<file path="config.mk">
export PLATFORM = sky130hd
export DESIGN_NAME = pmef_ring_median
export DESIGN_NICKNAME = d
export VERILOG_FILES = /design/src/hw/rtl/pmef_pkg.sv /design/src/hw/rtl/pmef_ring_median.sv
export SDC_FILE = /design/constraint.sdc
export NUM_CORES = 1
export LEC_CHECK = 0
export ABC_AREA = 1
export BUFFER_PORTS_ARGS = -buffer_cell sky130_fd_sc_hd__buf_2
export CORE_AREA = 3 3 143 145
export DETAILED_ROUTE_END_ITERATION = 10
export DIE_AREA = 0 0 146 148
export SLEW_MARGIN = 20
export SYNTH_ARGS = -nofsm -noshare
export SYNTH_HDL_FRONTEND = slang
export SYNTH_SLANG_ARGS = --single-unit
</file>
<file path="constraint.sdc">
create_clock -name vclk -period 8.1
set_input_delay 1.62 -clock vclk [all_inputs]
set_output_delay 1.62 -clock vclk [all_outputs]
set_load 0.03 [all_outputs]
</file>
<file path="src/hw/rtl/pmef_pkg.sv">
`default_nettype none
// ----------------------------------------------------------------------------
// pmef_pkg
// Shared widths, register codes and the per-cell state layout of the
// per-sensor median and low-pass filter.
// ----------------------------------------------------------------------------
package pmef_pkg;

	localparam int SAMPLE_W      = 12;
	localparam int INDEX_W       = 8;
	localparam int FILTERED_W    = 20;
	localparam int OUT_FRAC_W    = 8;
	localparam int FRAC_W        = 16;
	localparam int SMOOTH_W      = SAMPLE_W + FRAC_W;
	localparam int ALPHA_W       = 17;
	localparam int WIN_W         = 3;
	localparam int POINT_W       = 9;
	localparam int CFG_INDEX_W   = 2;
	localparam int CFG_DATA_W    = 17;

	localparam logic [ALPHA_W-1:0] ALPHA_ONE   = 17'h10000;
	localparam logic [ALPHA_W-1:0] ALPHA_RESET = 17'h04000;
	localparam logic [WIN_W-1:0]   WIN_RESET   = 3'd1;

	localparam int MAX_SENSORS_DEF = 256;
	localparam int MEDIAN_MAX_DEF  = 5;

	// result queue behind the pipeline
	localparam int RESULT_DEPTH = 4;
	localparam int RESULT_CNT_W = $clog2(RESULT_DEPTH + 1);

	typedef enum logic [CFG_INDEX_W-1:0] {
		CFG_FILTER_ENABLE = 2'd0,
		CFG_MEDIAN_WINDOW = 2'd1,
		CFG_ALPHA         = 2'd2,
		CFG_POINT_COUNT   = 2'd3
	} cfg_reg_t;

	// per-cell bookkeeping kept next to the sample ring in one memory row
	typedef struct packed {
		logic [WIN_W-1:0]    fill;
		logic [WIN_W-1:0]    cursor;
		logic                started;
		logic [SMOOTH_W-1:0] smoothed;
	} cell_state_t;

endpackage
`default_nettype wire

</file>
<file path="src/hw/rtl/pmef_ring_median.sv">
`default_nettype none
// ----------------------------------------------------------------------------
// pmef_ring_median
// Puts a sample into a cell's ring, advances fill count and cursor, and
// picks the median of the filled entries by parallel ranking, if win > 1.
// ----------------------------------------------------------------------------
module pmef_ring_median
	import pmef_pkg::*;
#(
	parameter int MEDIAN_MAX = MEDIAN_MAX_DEF
) (
	input  logic [MEDIAN_MAX-1:0][SAMPLE_W-1:0] ring_in,
	input  logic [WIN_W-1:0]                    fill_in,
	input  logic [WIN_W-1:0]                    cursor_in,
	input  logic [SAMPLE_W-1:0]                 sample,
	input  logic [WIN_W-1:0]                    win,
	output logic [MEDIAN_MAX-1:0][SAMPLE_W-1:0] ring_out,
	output logic [WIN_W-1:0]                    fill_out,
	output logic [WIN_W-1:0]                    cursor_out,
	output logic [SAMPLE_W-1:0]                 median
);

	logic [WIN_W-1:0]                    cnt;
	logic [WIN_W-1:0]                    cur;
	logic [WIN_W-1:0]                    cur_inc;
	logic [MEDIAN_MAX-1:0][SAMPLE_W-1:0] ring_wr;
	logic [WIN_W-1:0]                    rank [MEDIAN_MAX];
	logic [SAMPLE_W-1:0]                 med;

	always_comb begin
		cnt = fill_in;
		if (cnt < win) begin
			cnt = cnt + WIN_W'(1);
		end
		if (cnt > win) begin
			cnt = win;
		end
		cur = (cursor_in >= win) ? '0 : cursor_in;
		cur_inc = cur + WIN_W'(1);
		if (cur_inc >= win) begin
			cur_inc = '0;
		end

		for (int i = 0; i < MEDIAN_MAX; i++) begin
			ring_wr[i] = (cur == WIN_W'(i)) ? sample : ring_in[i];
		end

		// rank = number of filled entries ordered ahead, ties broken by slot
		for (int i = 0; i < MEDIAN_MAX; i++) begin
			rank[i] = '0;
			for (int j = 0; j < MEDIAN_MAX; j++) begin
				if ((WIN_W'(j) < cnt) && ((ring_wr[j] < ring_wr[i]) ||
						((ring_wr[j] == ring_wr[i]) && (j < i)))) begin
					rank[i] = rank[i] + WIN_W'(1);
				end
			end
		end

		med = '0;
		for (int i = 0; i < MEDIAN_MAX; i++) begin
			if ((WIN_W'(i) < cnt) && (rank[i] == (cnt >> 1))) begin
				med = ring_wr[i];
			end
		end

		if (win > WIN_W'(1)) begin
			ring_out   = ring_wr;
			fill_out   = cnt;
			cursor_out = cur_inc;
			median     = med;
		end else begin
			ring_out   = ring_in;
			fill_out   = fill_in;
			cursor_out = cursor_in;
			median     = sample;
		end
	end

endmodule
`default_nettype wire

</file>
==> flow_metrics.tcl <==
set metrics [dict create \
    status "finished, violations left" \
    violations "negative setup slack" \
    final_common_cell "nand2_1" \
    cpMostUsedCell "nand2_4" \
    busiest_layer "met2" \
    hold_depth 4 \
    min_to "median[0]" \
    fin_cells 1880 \
    die-area_um2 21610 \
    grt_max_degree 77 \
    path_buf_inv 12 \
    min_path_type "in -> out" \
    synth_area_um2 6724 \
    max-cap-violations 0 \
    hold_viol 0 \
    slew_viol_final 0 \
    final_cell_mix "nand2_1, buf_4, inv_1" \
    min_from "sample[0]" \
    core_region_area_um2 19330 \
    syn_area_per_cell_um2 5.498 \
    drt_iter0_drc 740 \
    grt_pass1_vias 9126 \
    setup_viol 12 \
    cp-end-kind "output pin" \
    drc 0 \
    grt_util_met1_pct 34.15 \
    cp_data_required_time_ns 6.48 \
    timing.final.crit_share_pct 104.3 \
    ioPinCount 159 \
    start_kind "input pin" \
    clkbuf_count 0 \
    nFillCells 1887 \
    grt_pass1_wl_mm 47.55 \
    met3_usage_pct 4.292 \
    area.growth.synth_to_final_pct 65.22 \
    pre_cts_ws_ns -1.090 \
    yosysUniqueCellTypes 46 \
    min_period_ns 8.449 \
    slowest_stage "a2111oi_2" \
    worst_slew_pin_slew_ns 0.7046 \
    max_freq_mhz 118.4 \
    antenna_cells 0 \
    postRouteAntennaNets 0 \
    multiInputGateArea_um2 6773 \
    power.density_nw_per_um2 245.9 \
    port_buffers 159 \
    setup_slack_ns -0.3491 \
    use_met2_pct 46.55 \
    yosys_warnings 0 \
    rows 51 \
    dp.final_hpwl_mm 24.88 \
    seq_area_um2 0 \
    synth_nets 1444 \
    grt_setup_unrepaired "yes" \
    nets 1838 \
    synthCells 1223 \
    grt.total_usage_pct 27.15 \
    cp.arrival_ns 6.83 \
    start_util_pct 34.78 \
    cp_num_cells 47 \
    wl_per_cell_um 17.48 \
    critPathKind "in -> out" \
    path_delay_family "simple AND/OR/NAND/NOR gates" \
    p_leak_uw 0.006012 \
    antenna_found_initial 0 \
    yosysTopAreaCell "ha_1" \
    die_y_um 148 \
    dp.cells 1831 \
    wl_mm 32.87 \
    place.gp.congestion 0.9676 \
    design.seq.count 0 \
    viasPerCell 5.274 \
    num_vias 9916 \
    seq_area_frac_synth_pct 0 \
    critPathMaxFanout 6 \
    critPathMaxStageDelay_ns 0.39 \
    ir_worst_vdd_v 0.0001412 \
    netlist.area_leader.share_pct 26.05 \
    overflow 0 \
    slew_headroom_pct 52.82 \
    tns_ns -3.320 \
    ys_top_cells_by_area "ha_1, nand2_1, o21ai_0, inv_1, nor2_1" \
    cts_hold_buf 0 \
    drt-pass1-iter-count 5 \
    die_x_um 146 \
    whs_ns 3.562 \
    drive_above_1_share_pct 39.94 \
]
==> repair_timing <==
| item | CTS | global route |
|---|---|---|
| gates resized for setup | 149 | 148 |
| endpoints found under the setup margin | 12 | 12 |
| buffers inserted | 24 | 17 |
| gates cloned | 4 | 5 |
| pin swaps | 36 | 90 |
==> logic make-up after synthesis <==
logic type | share of synthesized area, %
fa+ha+maj | 26.05
compound gates | 19.69
simple gates | 38.91
buf+inv | 13.29
xor+xnor | 2.066
==> metal layers <==
layer	part of all wire (%)	wire length, µm	up-vias
met5	0	0	-
met2	46	15020	511
met4	5.2	1703	0
li1	-	-	4856
met1	41	13340	4442
met3	8.5	2808	107
==> synth_stat cells, drive strengths merged <==
library cell and count:
a2111oi 1, a211oi 5, a21o 2, a21oi 59, a221oi 2, a31o 1
and2 1, buf 17, clkbuf 24, clkinv 2, ha 140, inv 180
nand2 368, nand3 72, nand3b 1, nand4 47, nor2 105, nor3 7
o2111ai 2, o211ai 3, o21ai 162, o21bai 4, o221ai 1, o22ai 1
o31ai 2, or2 2, xnor2 5, xor2 7
==> tightest hold or removal path: stages <==
cell and delay [ns]:
buf_2 0.08, nand2_1 0.05, nand2_1 0.07, buf_6 0.13
==> through the flow <==
| stage | total power (µW) | area (µm²) | utilization [%] |
|---|---|---|---|
| floorplan | 1270 | 6759 | - |
| global placement | 2034 | 9494 | 49.10 |
| detailed placement | 2051 | 9494 | 49.10 |
| CTS | 2363 | 10300 | 53.26 |
| global route | 2917 | 11110 | 57.46 |
| finish | 2732 | 11110 | 57.46 |
==> report_power, final <==
part | internal, µW | total [µW] | switching [µW]
registers | 0 | 0 | 0
logic | 1160 | 2730 | 1580
clock network | 0 | 0 | 0
==> area by class of cell <==
type / count / area share (%)
Multi-Input combinational cell: 1001 / 60.96
Inverter: 182 / 6.262
Timing Repair Buffer: 432 / 29.79
Tap cell: 265 / 2.985
==> worst max-delay path by stage <==
| stage | startpoint | endpoint | slack (ns) |
|---|---|---|---|
| CTS | win[2] | median[11] | -0.34 |
| finish | win[2] | median[2] | -0.35 |
| global placement | win[2] | median[5] | -1.13 |
| global route | win[2] | median[2] | -0.61 |
| detailed placement | win[2] | median[5] | -1.09 |
| floorplan | win[2] | median[6] | 0.003 |
Power figures use the tool's default switching activity.
