[config.mk]
export PLATFORM = sky130hd
export DESIGN_NAME = pmef_lowpass
export DESIGN_NICKNAME = d
export VERILOG_FILES = /design/src/hw/rtl/pmef_pkg.sv /design/src/hw/rtl/pmef_lowpass.sv
export SDC_FILE = /design/constraint.sdc
export NUM_CORES = 1
export LEC_CHECK = 0
export BUFFER_PORTS_ARGS = -buffer_cell sky130_fd_sc_hd__buf_2
export CAP_MARGIN = 20
export CORE_ASPECT_RATIO = 1.1
export CORE_MARGIN = 2
export CORE_UTILIZATION = 59
export DETAILED_ROUTE_END_ITERATION = 12
export GPL_TIMING_DRIVEN = 1
export PLACE_DENSITY_LB_ADDON = 0.05
export SETUP_SLACK_MARGIN = 0.1
export SKIP_LAST_GASP = 1
export SLEW_MARGIN = 15
export SYNTH_ARGS = -nofsm -noshare
export SYNTH_HDL_FRONTEND = slang
export SYNTH_SLANG_ARGS = --single-unit
export TNS_END_PERCENT = 100
[constraint.sdc]
create_clock -name vclk -period 19.1
set_input_delay 3.82 -clock vclk [all_inputs]
set_output_delay 3.82 -clock vclk [all_outputs]
set_load 0.02 [all_outputs]
[src/hw/rtl/pmef_pkg.sv]
`default_nettype none
// ----------------------------------------------------------------------------
// pmef_pkg
// Shared widths, register codes and the per-cell state layout of the
// per-sensor median and low-pass filter.
// ----------------------------------------------------------------------------
package pmef_pkg;

	localparam int SAMPLE_W      = 12;
	localparam int INDEX_W       = 8;
	localparam int FILTERED_W    = 20;
	localparam int OUT_FRAC_W    = 8;
	localparam int FRAC_W        = 16;
	localparam int SMOOTH_W      = SAMPLE_W + FRAC_W;
	localparam int ALPHA_W       = 17;
	localparam int WIN_W         = 3;
	localparam int POINT_W       = 9;
	localparam int CFG_INDEX_W   = 2;
	localparam int CFG_DATA_W    = 17;

	localparam logic [ALPHA_W-1:0] ALPHA_ONE   = 17'h10000;
	localparam logic [ALPHA_W-1:0] ALPHA_RESET = 17'h04000;
	localparam logic [WIN_W-1:0]   WIN_RESET   = 3'd1;

	localparam int MAX_SENSORS_DEF = 256;
	localparam int MEDIAN_MAX_DEF  = 5;

	// result queue behind the pipeline
	localparam int RESULT_DEPTH = 4;
	localparam int RESULT_CNT_W = $clog2(RESULT_DEPTH + 1);

	typedef enum logic [CFG_INDEX_W-1:0] {
		CFG_FILTER_ENABLE = 2'd0,
		CFG_MEDIAN_WINDOW = 2'd1,
		CFG_ALPHA         = 2'd2,
		CFG_POINT_COUNT   = 2'd3
	} cfg_reg_t;

	// per-cell bookkeeping kept next to the sample ring in one memory row
	typedef struct packed {
		logic [WIN_W-1:0]    fill;
		logic [WIN_W-1:0]    cursor;
		logic                started;
		logic [SMOOTH_W-1:0] smoothed;
	} cell_state_t;

endpackage
`default_nettype wire

[src/hw/rtl/pmef_lowpass.sv]
`default_nettype none
// ----------------------------------------------------------------------------
// pmef_lowpass
// One-pole low-pass step in Q12.16: s + alpha * ((m << 16) - s) >> 16,
// or a direct load of the median on the first value of a cell.
// ----------------------------------------------------------------------------
module pmef_lowpass
	import pmef_pkg::*;
(
	input  logic [SAMPLE_W-1:0] median,
	input  logic                started,
	input  logic [SMOOTH_W-1:0] smoothed_prev,
	input  logic [ALPHA_W-1:0]  alpha,
	output logic [SMOOTH_W-1:0] smoothed_next
);

	localparam int DIFF_W = SMOOTH_W + 1;
	localparam int PROD_W = DIFF_W + ALPHA_W + 1;
	localparam int STEP_W = PROD_W - FRAC_W;

	logic [SMOOTH_W-1:0]      target;
	logic signed [DIFF_W-1:0] diff;
	logic signed [PROD_W-1:0] prod;
	logic signed [STEP_W-1:0] step;
	logic signed [STEP_W-1:0] sum;

	assign target = {median, FRAC_W'(0)};
	assign diff   = $signed({1'b0, target}) - $signed({1'b0, smoothed_prev});
	assign prod   = $signed({1'b0, alpha}) * diff;
	// arithmetic shift keeps the floor of the weighted difference
	assign step   = prod[PROD_W-1:FRAC_W];
	assign sum    = $signed(STEP_W'(smoothed_prev)) + step;

	assign smoothed_next = started ? sum[SMOOTH_W-1:0] : target;

endmodule
`default_nettype wire

==> metrics.md, run 1 <==
| Metric | Value |
|---|---|
| Detail Route Antenna Nets | 0 |
| Most instantiated library cell after synthesis | inv_1 |
| First-pass GRT wire length | 79.64 mm |
| Max_cap viols | 0 |
| DRT met1 WL | 16.98 mm |
| Post-CTS setup buffer count | 0 |
| RSZ-0062 raised after global routing | false |
| FF+latch area | 0 sq um |
| HP Class | in -> out |
| Met3 WL | 1.983 mm |
| GRT Util Overall | 30.91% |
| Drc violations | 0 |
| CTS Hold Bufs | 0 |
| Setup crit start | smoothed_prev[1] |
| Hold Crit Depth | 3 |
| Final setup viols | 0 |
| CP max-delay cell | or4b_2 |
| Antenna diode count | 0 |
| Mean Syn Cell Area | 8.541 sq um |
| Vias per cell | 5.380 |
| Critical Path RT | 15.28 ns |
| Top post-synthesis cells by count | inv_1 (593), fa_1 (455), nand2_1 (303), and2_1 (225), ha_1 (144) |
| Post-Syn Area | 18540 sq um |
| Synth area leader | fa_1 |
| Least-Margin Pin Slew | 1.095 ns |
| Synth Warn # | 0 |
| Drt first pass iters | 5 |
| Slew Limit Fails | 0 |
| FFs & Latches | 0 |
| Minimum clock period | 18.01 ns |
| Port Buffers | 86 |
| Max Fclk | 55.52 MHz |
| Slew margin rel. | 26.67% |
| Cell area after layout | 19400 sq um |
| Post-CTS sizing | 0 |
| Antenna violations before repair | 0 |
| Critical path class | in -> out |
| DP Cell Count | 2621 |
| Layout Nets | 2860 |
| Synthesized Nets | 2828 |
| Worst Setup End Kind | primary output |
| Syn Inst Count | 2171 |
| Critical path startpoint category | primary input |
| Final GP Congestion | 0.8596 |
| Period utilisation layout | 94.30% |
| Die area | 32860 sq um |
| Setup TNS | 0 ns |
| Post-layout util | 62.30% |
| Die W | 173.0 microns |
| Vias in the first global route | 15760 |
| DP Wirelength | 38.46 mm |
| Met2 wire len | 26.10 mm |
| Unique masters post-synth | 57 |
| Row cnt | 68 |
| Cell Area, Placed | 19400 sq um |
| Max incr delay on CP | 0.71 ns |
| Drt wl/cell | 18.14 microns |
| Final cell count without fillers | 2621 |
| Register area share after synthesis | 0% |
| Crit path DAT | 14.19 ns |
| Largest net degree at the start of global routing | 33 |
| Starting DRT DRC Count | 702 |
| Share of post-route cells with drive strength above 1 | 6.179% |
| Starting Density | 59.54% |
| Vias | 14100 |
| WL final | 47.53 mm |
| Status | finished clean |
| Worst Path Max Fanout | 11 |
| Min-delay src | median[0] |
| Num ports | 86 |
| Top cells by area, synth | fa_1 (49%), inv_1 (12%), ha_1 (9.7%), and2_1 (7.6%), nand2_1 (6.1%) |
| Chip height | 189.9 microns |
| Synth top area share | 49.13% |
| Core area | 31140 sq um |
| Remaining Overflow, GRT | 0 |
| Final hold vios | 0 |
| Clkbuf count | 0 |
| Area grow syn2layout | 4.629% |
| Top routing layer used | met4 |
layout make-up:
| type | instances | area (sq um) |
|---|---|---|
| Multi-Input combinational cell | 1496 | 16020 |
| Timing Repair Buffer | 112 | 625.6 |
| Tap cell | 420 | 525.5 |
| Inverter | 593 | 2226 |
| Fill cell | 2823 | 11740 |
cells by family (layout without fill, tap and decap cells):
kind of cell / after synthesis / in the layout / share of synthesized area [%]
and+or+nand+nor: 651 / 651 / 17.46
AOI/OAI and AO/OA: 153 / 153 / 5.257
buffers and inverters: 675 / 705 / 13.66
adders and majority gates: 599 / 599 / 58.84
xor gates and xnor gates: 83 / 83 / 4.170
muxes: 10 / 10 / 0.6073
routing by layer:
metal,vias to the layer above,track usage [%]
met5,-,0
met4,0,13.72
met3,129,1.799
met2,399,59.43
met1,7218,35.45
li1,6354,-
stage by stage:
stage               worst slack (ns)  hold WS (ns)
floorplan                      2.200         7.809
global placement               1.331         8.010
detailed placement             1.170         8.008
CTS                            1.136         8.010
global route                  0.4316         8.023
finish                         1.088         8.008
cells in the final DEF (no fill, tap or decap), types with 3 or more instances in the layout:
master    Yosys  final
a211oi_1      3      3
a21boi_0      4      4
a21o_1       20     20
a21oi_1      44     44
a31oi_1       7      7
and2_1      225    225
and3_1        7      7
and3b_1       4      4
buf_2         0     86
buf_4         0     26
fa_1        455    455
ha_1        144    144
inv_1       593    593
mux2_2       10     10
nand2_1     303    303
nand2b_1      4      4
nand3_1       4      4
nand4_1       8      8
nor2_1       43     43
nor2b_1      12     12
nor3_1       15     15
nor3b_1       5      5
nor4_1        4      4
o211ai_1      3      3
o21a_1       14     14
o21ai_0      34     34
o21bai_1      5      5
o31ai_1       3      3
or2_2         3      3
xnor2_1      63     61
xor2_1       17     17
final timing paths:
path / endpoint / slack (ns)
min: smoothed_next[16] / 8.01
max: smoothed_next[27] / 1.09
critical path, delay by kind of cell:
| kind | cells | cell delay [ns] |
|---|---|---|
| fa+ha+maj | 9 | 3.68 |
| compound gates | 12 | 2.82 |
| mux | 1 | 0.26 |
| simple gates | 6 | 1.56 |
| xor+xnor | 3 | 1.06 |
| buf+inv | 9 | 0.99 |
Power of run 1 is not shown: default switching activity piles up to over one toggle a cycle in this logic, so the estimate is an artifact.
==> run 2: changes to the inputs <==
- PLACE_DENSITY_LB_ADDON: 0.05 -> 0.25
==> metrics.md, run 2 (same netlist as run 1, synthesis figures left out) <==
| Metric | Value |
|---|---|
| CP max-delay cell | or4b_2 |
| Drt wl/cell | 17.73 microns |
| GRT Util Overall | 29.49% |
| Period utilisation layout | 95.65% |
| Commonest non-fill, non-tap cell in the layout | inv_1 |
| Clkbuf count | 0 |
| Vias per cell | 5.433 |
| Detail Route Antenna Nets | 0 |
| Port Buffers | 86 |
| Vias | 14250 |
| Die W | 173.0 microns |
| Hold EP | smoothed_next[19] |
| Worst Path Max Fanout | 9 |
| Min-delay src | median[3] |
| Critical path class | in -> out |
| First-pass GRT wire length | 77.01 mm |
| Post-CTS sizing | 0 |
| Area grow syn2layout | 4.832% |
| Drt first pass iters | 6 |
| HP Class | in -> out |
| Vias in the first global route | 15510 |
| FFs & Latches | 0 |
| Slew margin rel. | 39.61% |
| Starting Density | 59.54% |
| Crit path DAT | 14.45 ns |
| Status | finished clean |
| WP buf/inv | 6 |
| Post-CTS setup buffer count | 0 |
| Final hold vios | 0 |
| Die area | 32860 sq um |
| Row cnt | 68 |
| CTS Hold Bufs | 0 |
| Crit path max-delay family | adder cells |
| Final setup viols | 0 |
| Fillcell total | 2751 |
| Antenna violations before repair | 0 |
| Minimum clock period | 18.27 ns |
| Final GP Congestion | 0.9094 |
| Layout Nets | 2862 |
| Hold Crit Depth | 3 |
| Num ports | 86 |
| Starting DRT DRC Count | 682 |
| Remaining Overflow, GRT | 0 |
| Critical path startpoint category | primary input |
| Max_cap viols | 0 |
| WL final | 46.50 mm |
| Least-Margin Pin Slew | 0.9059 ns |
| Max Fclk | 54.74 MHz |
| FF+latch area | 0 sq um |
| Most frequent cells in the layout | inv_1 (593), fa_1 (455), nand2_1 (303) |
| Worst Setup End Kind | primary output |
| Antenna diode count | 0 |
| Critical Path RT | 15.28 ns |
| Max incr delay on CP | 0.71 ns |
| Core area | 31140 sq um |
| Drc violations | 0 |
| DP Wirelength | 38.08 mm |
| Chip height | 189.9 microns |
| Share of post-route cells with drive strength above 1 | 6.400% |
| Setup TNS | 0 ns |
| Largest net degree at the start of global routing | 33 |
| Slew Limit Fails | 0 |
| RSZ-0062 raised after global routing | false |
## run 2: cell count changes in the layout (fill, tap and decap cells not counted)
| cell | delta |
|---|---|
| xnor2_1 | -3 |
| xnor2_2 | +3 |
| buf_4 | +2 |
## run 2: layer usage
metal  GRT usage (%)  up-vias  share of wire (%)
li1                -     6350                  -
met5               0        -                  0
met3           1.519      140                4.6
met1           33.55     7303                 35
met4           11.86        0                4.6
met2           57.72      459                 56
## run 2: how the worst max path moves through the flow
stage | slack, ns | start | endpoint | cells after the start
floorplan | 2.20 | smoothed_prev[0] | smoothed_next[27] | 39
global placement | 1.12 | smoothed_prev[1] | smoothed_next[27] | 37
detailed placement | 0.87 | smoothed_prev[1] | smoothed_next[27] | 39
CTS | 0.84 | smoothed_prev[1] | smoothed_next[27] | 39
global route | 0.12 | smoothed_prev[1] | smoothed_next[27] | 39
finish | 0.83 | smoothed_prev[1] | smoothed_next[27] | 39
## run 2: layout make-up
class	count	area [sq um]	area share, %
inverters	593	2226	11.45
multi-input cells	1496	16050	82.55
well taps	420	525.5	2.704
repair buffers	114	640.6	3.296
## run 2: metrics by stage
stage	hold slack, ns	util (%)	instances	setup WS, ns	area (sq um)
floorplan	7.809	-	2171	2.200	18540
global placement	8.012	62.42	2623	1.120	19440
detailed placement	8.014	62.42	2623	0.8663	19440
CTS	8.018	62.42	2623	0.8441	19440
global route	8.024	62.42	2623	0.1201	19440
finish	8.015	62.42	2623	0.8315	19440
Power of run 2 is left out for the same reason.
==> run 3: changes to the inputs <==
==> constraint.sdc (replaced) <==
create_clock -name vclk -period 19.1
set_input_delay 3.82 -clock vclk [all_inputs]
set_output_delay 3.82 -clock vclk [all_outputs]
set_load 0.1 [all_outputs]
==> metrics.md, run 3 (same netlist as run 1, synthesis figures left out) <==
| Metric | Value |
|---|---|
| Period utilisation layout | 96.15% |
| Vias | 14250 |
| Final hold vios | 0 |
| Post-layout util | 62.35% |
| Area grow syn2layout | 4.710% |
| Starting DRT DRC Count | 771 |
| FFs & Latches | 0 |
| WL final | 46.44 mm |
| Top routing layer used | met4 |
| Port Buffers | 86 |
| CP max-delay cell | or4b_2 |
| Met3 WL | 2.285 mm |
| Starting Density | 59.54% |
| Most frequent cells in the layout | inv_1 (593), fa_1 (455), nand2_1 (303) |
| DRT met1 WL | 16.41 mm |
| Die area | 32860 sq um |
| Hold Crit Depth | 4 |
| Max_cap viols | 0 |
| Worst Setup End Kind | primary output |
| RSZ-0062 raised after global routing | false |
| Minimum clock period | 18.36 ns |
| FF+latch area | 0 sq um |
| Remaining Overflow, GRT | 0 |
| Commonest non-fill, non-tap cell in the layout | inv_1 |
| Num ports | 86 |
| Critical path startpoint category | primary input |
| Vias in the first global route | 15710 |
| Clkbuf count | 0 |
| Setup TNS | 0 ns |
| Crit path max-delay family | adder cells |
| Largest net degree at the start of global routing | 33 |
| Final setup viols | 0 |
| Drt first pass iters | 7 |
| HP Class | in -> out |
| Vias per cell | 5.445 |
| Hold EP | smoothed_next[22] |
| DP Wirelength | 38.30 mm |
| Met2 wire len | 25.11 mm |
| Antenna violations before repair | 0 |
| Pre-CTS WS | 0.7188 ns |
| Least-Margin Pin Slew | 1.097 ns |
| Slew margin rel. | 26.49% |
| GRT Util Overall | 29.97% |
| Fillcell total | 2750 |
| Critical path class | in -> out |
| Row cnt | 68 |
| Final cell count without fillers | 2617 |
| Final GP Congestion | 0.8989 |
| Post-CTS setup buffer count | 0 |
| Drc violations | 0 |
| Status | finished clean |
| Worst setup margin | 0.7361 ns |
| CTS Hold Bufs | 0 |
| Worst Path Max Fanout | 17 |
| Post-CTS sizing | 0 |
| Die W | 173.0 microns |
| WP buf/inv | 9 |
| Detail Route Antenna Nets | 0 |
| Layout Nets | 2856 |
| Antenna diode count | 0 |
| Min-delay src | median[6] |
| DP Cell Count | 2616 |
| Crit path DAT | 14.54 ns |
| Area of the multi-input gates | 16070 sq um |
| Max incr delay on CP | 0.69 ns |
| Critical Path RT | 15.28 ns |
| Share of post-route cells with drive strength above 1 | 6.281% |
| Core area | 31140 sq um |
| Max Fclk | 54.45 MHz |
| Slew Limit Fails | 0 |
| First-pass GRT wire length | 78.43 mm |
| Chip height | 189.9 microns |
| Drt wl/cell | 17.75 microns |
-- run 3: layout make-up --
cell class	count	area share, %
Inverter	593	11.46
Tap cell	420	2.707
Multi-Input combinational cell	1496	82.76
Timing Repair Buffer	108	3.068
-- run 3: per-stage QoR --
step	hold WS, ns	instance area (sq um)
final	8.176	19410
after global routing	8.214	19410
after CTS	8.162	19380
after detailed placement	8.159	19380
after global placement	8.160	19380
after floorplan	8.070	18540
-- run 3: how the worst max path moves through the flow --
stage,to,from,depth (start not counted)
after floorplan,smoothed_next[22],smoothed_prev[0],36
after global placement,smoothed_next[27],smoothed_prev[0],40
after detailed placement,smoothed_next[27],smoothed_prev[1],40
after CTS,smoothed_next[27],smoothed_prev[1],40
after global routing,smoothed_next[27],smoothed_prev[1],41
final,smoothed_next[27],smoothed_prev[1],40
-- run 3: tightest hold or removal path, stage by stage --
cell and delay (ns):
buf_2 0.11, nor2_1 0.09, a21oi_1 0.04, buf_2 0.28
-- run 3: metal layers --
layer	vias up	GRT usage [%]
li1	6351	-
met1	7279	34.22
met2	471	57.26
met3	148	2.358
met4	0	13.43
met5	-	0
Power of run 3 is left out for the same reason.
