[config.mk]
export PLATFORM = sky130hd
export DESIGN_NAME = pmef_result_fifo
export DESIGN_NICKNAME = d
export VERILOG_FILES = /design/src/hw/rtl/pmef_pkg.sv /design/src/hw/rtl/pmef_result_fifo.sv
export SDC_FILE = /design/constraint.sdc
export NUM_CORES = 1
export LEC_CHECK = 0
export CAP_MARGIN = 20
export CORE_ASPECT_RATIO = 0.7
export CORE_MARGIN = 10
export CORE_UTILIZATION = 50
export CTS_BUF_LIST = sky130_fd_sc_hd__clkbuf_4
export CTS_CLUSTER_DIAMETER = 200
export CTS_CLUSTER_SIZE = 16
export DETAILED_ROUTE_END_ITERATION = 6
export DONT_BUFFER_PORTS = 1
export HOLD_SLACK_MARGIN = 0.06
export PLACE_DENSITY = 0.62
export SYNTH_ARGS = -nofsm -noshare
export SYNTH_HDL_FRONTEND = slang
export SYNTH_SLANG_ARGS = --single-unit
[constraint.sdc]
create_clock -name clk -period 5.4 [get_ports clk]
set_input_delay 0.81 -clock clk [delete_from_list [all_inputs] [get_ports clk]]
set_output_delay 0.81 -clock clk [all_outputs]
set_load 0.02 [all_outputs]
[src/hw/rtl/pmef_pkg.sv]
`default_nettype none
// ----------------------------------------------------------------------------
// pmef_pkg
// Shared widths, register codes and the per-cell state layout of the
// per-sensor median and low-pass filter.
// ----------------------------------------------------------------------------
package pmef_pkg;

	localparam int SAMPLE_W      = 12;
	localparam int INDEX_W       = 8;
	localparam int FILTERED_W    = 20;
	localparam int OUT_FRAC_W    = 8;
	localparam int FRAC_W        = 16;
	localparam int SMOOTH_W      = SAMPLE_W + FRAC_W;
	localparam int ALPHA_W       = 17;
	localparam int WIN_W         = 3;
	localparam int POINT_W       = 9;
	localparam int CFG_INDEX_W   = 2;
	localparam int CFG_DATA_W    = 17;

	localparam logic [ALPHA_W-1:0] ALPHA_ONE   = 17'h10000;
	localparam logic [ALPHA_W-1:0] ALPHA_RESET = 17'h04000;
	localparam logic [WIN_W-1:0]   WIN_RESET   = 3'd1;

	localparam int MAX_SENSORS_DEF = 256;
	localparam int MEDIAN_MAX_DEF  = 5;

	// result queue behind the pipeline
	localparam int RESULT_DEPTH = 4;
	localparam int RESULT_CNT_W = $clog2(RESULT_DEPTH + 1);

	typedef enum logic [CFG_INDEX_W-1:0] {
		CFG_FILTER_ENABLE = 2'd0,
		CFG_MEDIAN_WINDOW = 2'd1,
		CFG_ALPHA         = 2'd2,
		CFG_POINT_COUNT   = 2'd3
	} cfg_reg_t;

	// per-cell bookkeeping kept next to the sample ring in one memory row
	typedef struct packed {
		logic [WIN_W-1:0]    fill;
		logic [WIN_W-1:0]    cursor;
		logic                started;
		logic [SMOOTH_W-1:0] smoothed;
	} cell_state_t;

endpackage
`default_nettype wire

[src/hw/rtl/pmef_result_fifo.sv]
`default_nettype none
// ----------------------------------------------------------------------------
// pmef_result_fifo
// Small result queue that decouples the filter pipeline from the result
// channel's stall.
// ----------------------------------------------------------------------------
module pmef_result_fifo
	import pmef_pkg::*;
#(
	parameter int DEPTH = RESULT_DEPTH
) (
	input  logic                    clk,
	input  logic                    arst_n,
	input  logic                    push,
	input  logic [FILTERED_W-1:0]   push_data,
	output logic                    valid,
	input  logic                    stall,
	output logic [FILTERED_W-1:0]   data,
	output logic [RESULT_CNT_W-1:0] count
);

	localparam int PTR_W = (DEPTH > 1) ? $clog2(DEPTH) : 1;

	logic [FILTERED_W-1:0]   mem [DEPTH];
	logic [PTR_W-1:0]        wr_ptr_q;
	logic [PTR_W-1:0]        rd_ptr_q;
	logic [RESULT_CNT_W-1:0] count_q;
	logic                    pop;

	assign valid = (count_q != '0);
	assign pop   = valid && !stall;
	assign data  = mem[rd_ptr_q];
	assign count = count_q;

	always_ff @(posedge clk) begin
		if (push) begin
			mem[wr_ptr_q] <= push_data;
		end
	end

	always_ff @(posedge clk or negedge arst_n) begin
		if (!arst_n) begin
			wr_ptr_q <= '0;
			rd_ptr_q <= '0;
			count_q  <= '0;
		end else begin
			if (push) begin
				wr_ptr_q <= (wr_ptr_q == PTR_W'(DEPTH - 1)) ? '0 : wr_ptr_q + PTR_W'(1);
			end
			if (pop) begin
				rd_ptr_q <= (rd_ptr_q == PTR_W'(DEPTH - 1)) ? '0 : rd_ptr_q + PTR_W'(1);
			end
			if (push && !pop) begin
				count_q <= count_q + RESULT_CNT_W'(1);
			end else if (pop && !push) begin
				count_q <= count_q - RESULT_CNT_W'(1);
			end
		end
	end

endmodule
`default_nettype wire

==> impl_metrics.toml, run 1 <==
[setup_path]
required_ns = 4.59
cpPeakStageDelay_ns = 1.07
reg2reg_from = "count[0]"
r2r_slack_ns = 3.04
path_class = "flop to output port"
r2r_cells = 9
cp.arrival_ns = 2.00
crit_family = "flip-flops"
path_buf_inv = 0
start_kind = "flop"
crit_fanout = 22
r2r_end = "count[2]"
crit_start = "rd_ptr_q[1]"
cp_cell_sequence = "mux4_2"
cp-end-kind = "output port"
crit_slowest_cell = "dfrtp_1"

[yosys]
seq_area_frac_synth_pct = 77.9
yosysUniqueCellTypes = 19
ys_ff_latch = 87
avgSynthCellArea_um2 = 23.5
synth_nets = 172
synthCells = 141
syn_area_um2 = 3310
ys_warn_count = 0

[power]
p_clk_share_pct = 20.2
power_density_nw_per_um2 = 532
p_comb_share_pct = 29.6
p_sw_uw = 623
cellLeakagePower_uw = 0.00119
internal_power_uw = 1300
swShare_pct = 32.4
irDropWorstVdd_v = 0.000251
power_frac_seq_pct = 50.2

[floorplanning]
start_util_pct = 52.2
ios = 48
die_x_um = 117
die_area_um2 = 10300
die_y_um = 88.1
coreArea_um2 = 6340
num_rows = 24

[routing]
vias = 1349
wl_per_cell_um = 22.0
detail_route.vias_per_cell = 5.44
ant_nets = 0
routed_wl_um = 5440
drt_iter0_drc = 41
drcViolationCount = 0
firstDrtPassIters = 4

[placement]
dp_slack_ns = 3.03
globalplace.congestion = 0.633
port_buffers = 0
dp_hpwl_um = 3500

[final_layout]
fillCellCount = 481
antenna_cells = 0
final_common_cell = "edfxtp_1"
area_growth_pct = 9.38
drive_above_1_share_pct = 27.4
final_cell_mix = "80 x edfxtp_1, 20 x mux4_2, 10 x clkbuf_4"
final_net_count = 183

[clock_tree]
cts_sinks = 87
cts_tree = "yes"
clk_pin_slew_ns = 0.12
cts_resized = 0
cts_inserted_buffers = 9
clk_path_buf_depth = 2
hold_buffers = 1
clk_latency_ns = 0.42
post-cts-setup-buffer-count = 0
cts_root_buf = "clkbuf_4"
htree_num_levels = 3

[timing]
tns_ns = 0
period_share_pct = 52.0
tightest_slew_ns = 1.07
fin_skew_ns = 0.0119
finalSetupViolations = 0
post-route-min-period_ns = 2.81
timing.final.max_slew_violations = 0
hold_viol = 0
fin_ws_ns = 2.59
rsz0062_at_grt = "no"
max-slew-margin-rel_pct = 28.8
fmax_ghz = 0.356

[grt]
grt.overflow.total = 0
grt_max_degree = 24
antenna_found_initial = 0
grt_pass1_wl_um = 8180
grt.total_usage_pct = 11.4
grt_pass1_vias = 1396

[min_path]
whs_endpoint = "mem[2][6]"
hp-start = "push_data[6]"
worstHoldPathCells = 0
hp-class = "primary input to flop"

[outcome]
outcome = "complete, no violations"

[run]
drv_cap = 0
-- synthesized netlist by cell type, drive strengths merged --
cell type | count | area [µm²]
fa | 1 | 20.0
o21ai | 2 | 10.0
edfxtp | 80 | 2400
xnor2 | 1 | 8.76
buf | 3 | 20.0
xor2 | 2 | 17.5
and2 | 4 | 25.0
clkbuf | 1 | 3.75
inv | 4 | 15.0
nor2 | 3 | 11.3
ha | 6 | 75.1
dfrtp | 7 | 175
nor2b | 1 | 13.8
mux4 | 20 | 450
mux2 | 3 | 41.3
nand2 | 2 | 7.51
or3 | 1 | 11.3
-- power by group through the flow --
stage,combinational [µW],clock [µW],sequential [µW]
finish,569,389,967
global route,619,434,980
CTS,577,403,970
detailed placement,573,0,986
global placement,552,0,975
floorplan,497,0,939
-- worst max-delay path by stage --
stage | depth (start not counted) | slack, ns | endpoint
after floorplan | 9 | 3.23 | count[2]
after global placement | 1 | 3.08 | data[3]
after detailed placement | 9 | 3.03 | count[2]
after CTS | 1 | 2.55 | data[3]
after global routing | 1 | 2.47 | data[3]
final | 1 | 2.59 | data[3]
-- registers in the layout (all words and copies together) (netlist names) --
signal,cells
wr_ptr_q,2
count,3
mem,80
rd_ptr_q,2
-- stage by stage --
step / util (%) / cells / total power [µW] / hold WS [ns] / instance area [µm²]
2_1_floorplan: - / 141 / 1440 / 0.514 / 3310
3_3_place_gp: 53.8 / 229 / 1530 / 0.515 / 3410
3_5_place_dp: 53.8 / 229 / 1560 / 0.515 / 3410
4_1_cts: 56.4 / 246 / 1950 / 0.446 / 3580
5_1_grt: 57.1 / 248 / 2030 / 0.419 / 3620
6_report: 57.1 / 248 / 1920 / 0.477 / 3620
-- routing by layer --
metal | vias to the layer above | GRT usage (%) | part of all wire [%] | wire length (µm)
li1 | 598 | - | - | -
met3 | 9 | 6.42 | 8.3 | 451
met2 | 37 | 18.0 | 51 | 2790
met4 | 0 | 5.70 | 1.5 | 81
met5 | - | 0 | 0 | 0
met1 | 705 | 12.1 | 39 | 2120
-- kinds of logic (layout without fill, tap and decap cells) --
logic type | Yosys count | count (layout) | share of synthesized area, %
flops | 87 | 87 | 77.9
xor+xnor | 3 | 3 | 0.794
compound gates | 2 | 2 | 0.303
fa+ha+maj | 7 | 7 | 2.87
mux | 23 | 23 | 14.9
simple gates | 11 | 11 | 2.08
buf+inv | 8 | 24 | 1.17
-- final cells by class --
| cell class | count | area, µm² | share of cell area [%] |
|---|---|---|---|
| Clock buffer | 10 | 75.1 | 2.07 |
| Clock inverter | 6 | 85.1 | 2.35 |
| Inverter | 4 | 15.0 | 0.415 |
| Multi-Input combinational cell | 46 | 692 | 19.1 |
| Sequential cell | 87 | 2580 | 71.2 |
| Tap cell | 91 | 114 | 3.15 |
| Timing Repair Buffer | 4 | 60.1 | 1.66 |
No activity file was read; power rests on OpenSTA's default activity.
==> inputs of run 2 (changes only) <==
--- a/config.mk
+++ b/config.mk
@@ -15,7 +15,7 @@
 export DETAILED_ROUTE_END_ITERATION = 6
 export DONT_BUFFER_PORTS = 1
 export HOLD_SLACK_MARGIN = 0.06
-export PLACE_DENSITY = 0.62
+export PLACE_DENSITY = 0.65
 export SYNTH_ARGS = -nofsm -noshare
 export SYNTH_HDL_FRONTEND = slang
 export SYNTH_SLANG_ARGS = --single-unit
==> constraint.sdc (replaced) <==
create_clock -name clk -period 2.36 [get_ports clk]
set_input_delay 0.354 -clock clk [delete_from_list [all_inputs] [get_ports clk]]
set_output_delay 0.354 -clock clk [all_outputs]
set_load 0.02 [all_outputs]
==> run 2 against run 1 <==
  * Critical endpoint is now count[2]
  * Die area unchanged
  * Clock power increased to 2.9 times the previous value
  * Flip-flop and latch count stayed put
==> impl_metrics.toml, run 2 (synthesized netlist as in run 1, its figures left out) <==
[routing]
vias = 1482
routed_wl_um = 5770
firstDrtPassIters = 4
detail_route.vias_per_cell = 5.39
wl_per_cell_um = 21.0
drt_iter0_drc = 62
ant_nets = 0
drcViolationCount = 0

[floorplanning]
die_area_um2 = 10300
coreArea_um2 = 6340
num_rows = 24
die_x_um = 117
start_util_pct = 52.2
ios = 48
die_y_um = 88.1

[clock_tree]
cts_root_buf = "clkbuf_4"
cts_inserted_buffers = 9
cts_sinks = 87
clk_latency_ns = 0.41
post-cts-setup-buffer-count = 0
htree_num_levels = 3
cts_tree = "yes"
clk_path_buf_depth = 2
clk_pin_slew_ns = 0.12

[final_layout]
regMostFlops = "mem"
area_growth_pct = 17.7
drive_above_1_share_pct = 26.6
fillCellCount = 441
largest_reg_flops = 80
stdcell_area_um2 = 3890
final_common_cell = "edfxtp_1"
final_net_count = 210
final_cell_mix = "80 x edfxtp_1, 22 x dlygate4sd3_1, 20 x mux4_2"
antenna_cells = 0

[timing]
fin_skew_ns = 0.00703
hold_viol = 0
period_share_pct = 94.2
timing.hold.ws_ns = 0.186
post-route-min-period_ns = 2.22
rsz0062_at_grt = "no"
timing.final.max_slew_violations = 0
fmax_ghz = 0.450
tns_ns = 0
max-slew-margin-rel_pct = 70.1
tightest_slew_ns = 0.448
finalSetupViolations = 0

[setup_path]
r2r_end = "count[2]"
start_kind = "flop"
path_class = "flop to flop"
required_ns = 2.70
cp.arrival_ns = 2.56
crit_fanout = 3
cp-end-kind = "flop"
reg2reg_from = "count[2]"
r2r_cells = 9
r2r_slack_ns = 0.14

[placement]
dp_hpwl_um = 3650
port_buffers = 0
globalplace.congestion = 0.615
placed_area_um2 = 3470

[min_path]
whs_endpoint = "rd_ptr_q[0]"
hp-start = "stall"
worstHoldPathCells = 2
hp-class = "primary input to flop"

[power]
irDropWorstVdd_v = 0.000556
power_density_nw_per_um2 = 1210
finalPower_uw = 4700
cellLeakagePower_uw = 0.00133

[run]
drv_cap = 0

[grt]
grt_pass1_wl_um = 9010
grt_pass1_vias = 1621
grt_max_degree = 24
antenna_found_initial = 0
grt.overflow.total = 0
grt.total_usage_pct = 12.0

[outcome]
outcome = "complete, no violations"
==> run 2: cell types whose count changed in the layout (fill, tap and decap cells not counted) <==
cell	previous run	this run
buf_16	1	0
buf_4	1	9
buf_8	1	0
bufinv_16	2	4
clkinv_2	1	0
clkinvlp_4	1	0
dlygate4sd3_1	1	22
==> run 2: metrics by stage <==
stage | instances | utilization (%) | setup slack (ns)
2_1_floorplan | 141 | - | 0.186
3_3_place_gp | 237 | 54.7 | 0.291
3_5_place_dp | 237 | 54.7 | 0.157
4_1_cts | 275 | 61.5 | 0.129
5_1_grt | 275 | 61.5 | 0.0233
6_report | 275 | 61.5 | 0.138
==> run 2: critical path: stages, from the launching register on <==
cell	delay, ns
dfrtp_1	0.51
or3_4	0.38
nor2b_4	0.15
inv_1	0.05
ha_1	0.17
inv_1	0.06
fa_1	0.37
xor2_1	0.16
nor2_1	0.15
xor2_1	0.16
==> run 2: report_power, final <==
group / leakage (µW) / internal (µW) / switching [µW]
Combinational: 0.000402 / 591 / 919
Clock: 0.000108 / 654 / 451
Sequential: 0.000818 / 1990 / 95.7
Total: 0.00133 / 3240 / 1470
==> run 2: worst max-delay path by stage <==
stage	start	to	cells after the start
final	count[2]	count[2]	9
after global placement	count[2]	count[2]	9
after global routing	count[2]	count[2]	9
after floorplan	count[0]	count[2]	9
after CTS	count[2]	count[2]	9
after detailed placement	count[2]	count[2]	9
==> run 2: final cells by class <==
class	count	area (µm²)	area share, %
inverters	4	15.0	0.386
well taps	91	114	2.92
repair buffers	31	288	7.39
clock buffers	10	75.1	1.93
multi-input cells	46	692	17.8
flip-flops and latches	87	2580	66.2
clock inverters	6	133	3.41
==> run 2: repair_timing <==
action                                 in CTS  in global routing
hold buffers                               22                  0
resized for setup                           0                  0
endpoints found under the hold margin      89                  0
==> run 2: layer usage <==
layer	share of wire, %	track usage [%]	wire length (µm)
met3	8.7	6.28	501
met2	51	20.7	2960
met5	0	0	0
met1	38	12.2	2190
met4	2.0	4.70	117
==> inputs of run 3 (changes only) <==
--- a/config.mk
+++ b/config.mk
@@ -8,14 +8,13 @@
 export CAP_MARGIN = 20
 export CORE_ASPECT_RATIO = 0.7
 export CORE_MARGIN = 10
-export CORE_UTILIZATION = 50
-export CTS_BUF_LIST = sky130_fd_sc_hd__clkbuf_4
+export CORE_UTILIZATION = 30
 export CTS_CLUSTER_DIAMETER = 200
 export CTS_CLUSTER_SIZE = 16
 export DETAILED_ROUTE_END_ITERATION = 6
 export DONT_BUFFER_PORTS = 1
 export HOLD_SLACK_MARGIN = 0.06
-export PLACE_DENSITY = 0.65
+export PLACE_DENSITY = 0.42
 export SYNTH_ARGS = -nofsm -noshare
 export SYNTH_HDL_FRONTEND = slang
 export SYNTH_SLANG_ARGS = --single-unit
==> run 3 against run 2 <==
  * Critical path depth is the same
  * Total power rose by 7.7%
  * Register-to-register slack better by 0.08 ns
  * Core utilization shrank 25 points
  * Highest routed layer unchanged
==> impl_metrics.toml, run 3 (synthesized netlist as in run 1, its figures left out) <==
[floorplanning]
die_area_um2 = 15700
die_y_um = 108
num_rows = 31
ios = 48
coreArea_um2 = 10600
die_x_um = 146
start_util_pct = 31.4

[grt]
grt_max_degree = 21
antenna_found_initial = 0
grt.total_usage_pct = 8.13
grt_pass1_wl_um = 9220
grt_pass1_vias = 1545
grt.overflow.total = 0

[power]
cellLeakagePower_uw = 0.00128
power_density_nw_per_um2 = 1300
irDropWorstVdd_v = 0.000542

[setup_path]
required_ns = 2.61
cp.arrival_ns = 2.39
cp_cell_sequence = "or3_4 > nor2b_4 > inv_1 > ha_1 > inv_1 > fa_1 > xor2_1 > nor2_1 > xor2_1"
path_class = "flop to flop"
crit_fanout = 3
cp-end-kind = "flop"
crit_slowest_cell = "dfrtp_1"
path_buf_inv = 2
start_kind = "flop"
crit_family = "simple AND/OR/NAND/NOR gates"
cpPeakStageDelay_ns = 0.48

[clock_tree]
cts_inserted_buffers = 9
htree_num_levels = 3
cts_sinks = 87
clk_latency_ns = 0.33
cts_root_buf = "clkbuf_16"
clk_pin_slew_ns = 0.06
cts_tree = "yes"
clk_path_buf_depth = 2

[final_layout]
fillCellCount = 986
fin_util_pct = 36.8
final_cell_mix = "80 x edfxtp_1, 20 x mux4_2, 9 x clkbuf_16"
largest_reg_flops = 80
antenna_cells = 0
drive_above_1_share_pct = 28.8
regMostFlops = "mem"
stdcell_area_um2 = 3880
final_common_cell = "edfxtp_1"
area_growth_pct = 17.3
final_net_count = 189

[routing]
drcViolationCount = 0
ant_nets = 0
detail_route.vias_per_cell = 4.39
vias = 1365
drt_iter0_drc = 49
routed_wl_um = 6070
firstDrtPassIters = 3
wl_per_cell_um = 19.5

[timing]
fin_skew_ns = 0.00475
post-route-min-period_ns = 2.14
max-slew-margin-rel_pct = 67.8
finalSetupViolations = 0
hold_viol = 0
fmax_ghz = 0.466
tightest_slew_ns = 0.483
timing.final.max_slew_violations = 0
period_share_pct = 90.8
rsz0062_at_grt = "no"
tns_ns = 0

[placement]
dp_hpwl_um = 3990
globalplace.congestion = 0.706
placed_area_um2 = 3560
port_buffers = 0

[min_path]
hp-class = "primary input to flop"

[run]
drv_cap = 0

[outcome]
outcome = "complete, no violations"
[run 3: cell types whose count changed in the layout (fill, tap and decap cells not counted), sizes merged]
| cell | change |
|---|---|
| bufinv | -2 |
| clkbuf | +3 |
| clkinv | -2 |
| clkinvlp | +1 |
| dlygate4sd3 | -21 |
[run 3: where the power goes]
part           leakage, µW  total (µW)  switching, µW  internal, µW
combinational     0.000323        1460            844           614
sequential        0.000817        2170            176          2000
clock             0.000144        1430            505           928
[run 3: path summary, 6_finish.rpt]
check                             startpoint          end  slack, ns  depth (start not counted)
worst min-delay path            push_data[6]    mem[2][6]       0.12                          0
worst max register to register      count[2]     count[2]       0.22                          9
max in group asynchronous             arst_n  rd_ptr_q[0]       1.70                          1
min in group asynchronous             arst_n  wr_ptr_q[0]       0.37                          1
worst max-delay path                count[2]     count[2]       0.22                          9
worst min register to register   wr_ptr_q[1]  wr_ptr_q[1]       0.62                          2
[run 3: layout make-up]
cell class	instances	area [µm²]	area share, %
Multi-Input combinational cell	46	692	17.8
Clock inverter	3	67.6	1.74
Sequential cell	87	2580	66.4
Tap cell	148	185	4.77
Clock buffer	13	240	6.19
Inverter	4	15.0	0.387
Timing Repair Buffer	10	103	2.64
[run 3: through the flow]
step	power [µW]	worst slack (ns)	std cells	hold WS, ns
2_1_floorplan	3290	0.186	141	0.0584
3_3_place_gp	3680	0.279	294	0.0587
3_5_place_dp	3730	0.206	294	0.0587
4_1_cts	5190	0.171	311	0.0951
5_1_grt	5350	0.117	311	0.0908
6_report	5060	0.216	311	0.117
[run 3: per-layer routing]
metal / vias up / global-route usage (%) / part of all wire (%)
met2: 44 / 13.2 / 49
met3: 11 / 5.96 / 12
met4: 0 / 2.81 / 1.6
met5: - / 0 / 0
met1: 704 / 8.01 / 38
li1: 606 / - / -
[run 3: repair_timing]
item / CTS / global route
hold buffers: 1 / 0
endpoints found under the hold margin: 7 / 0
resized for setup: 0 / 0
buffers inserted: 0 / 0
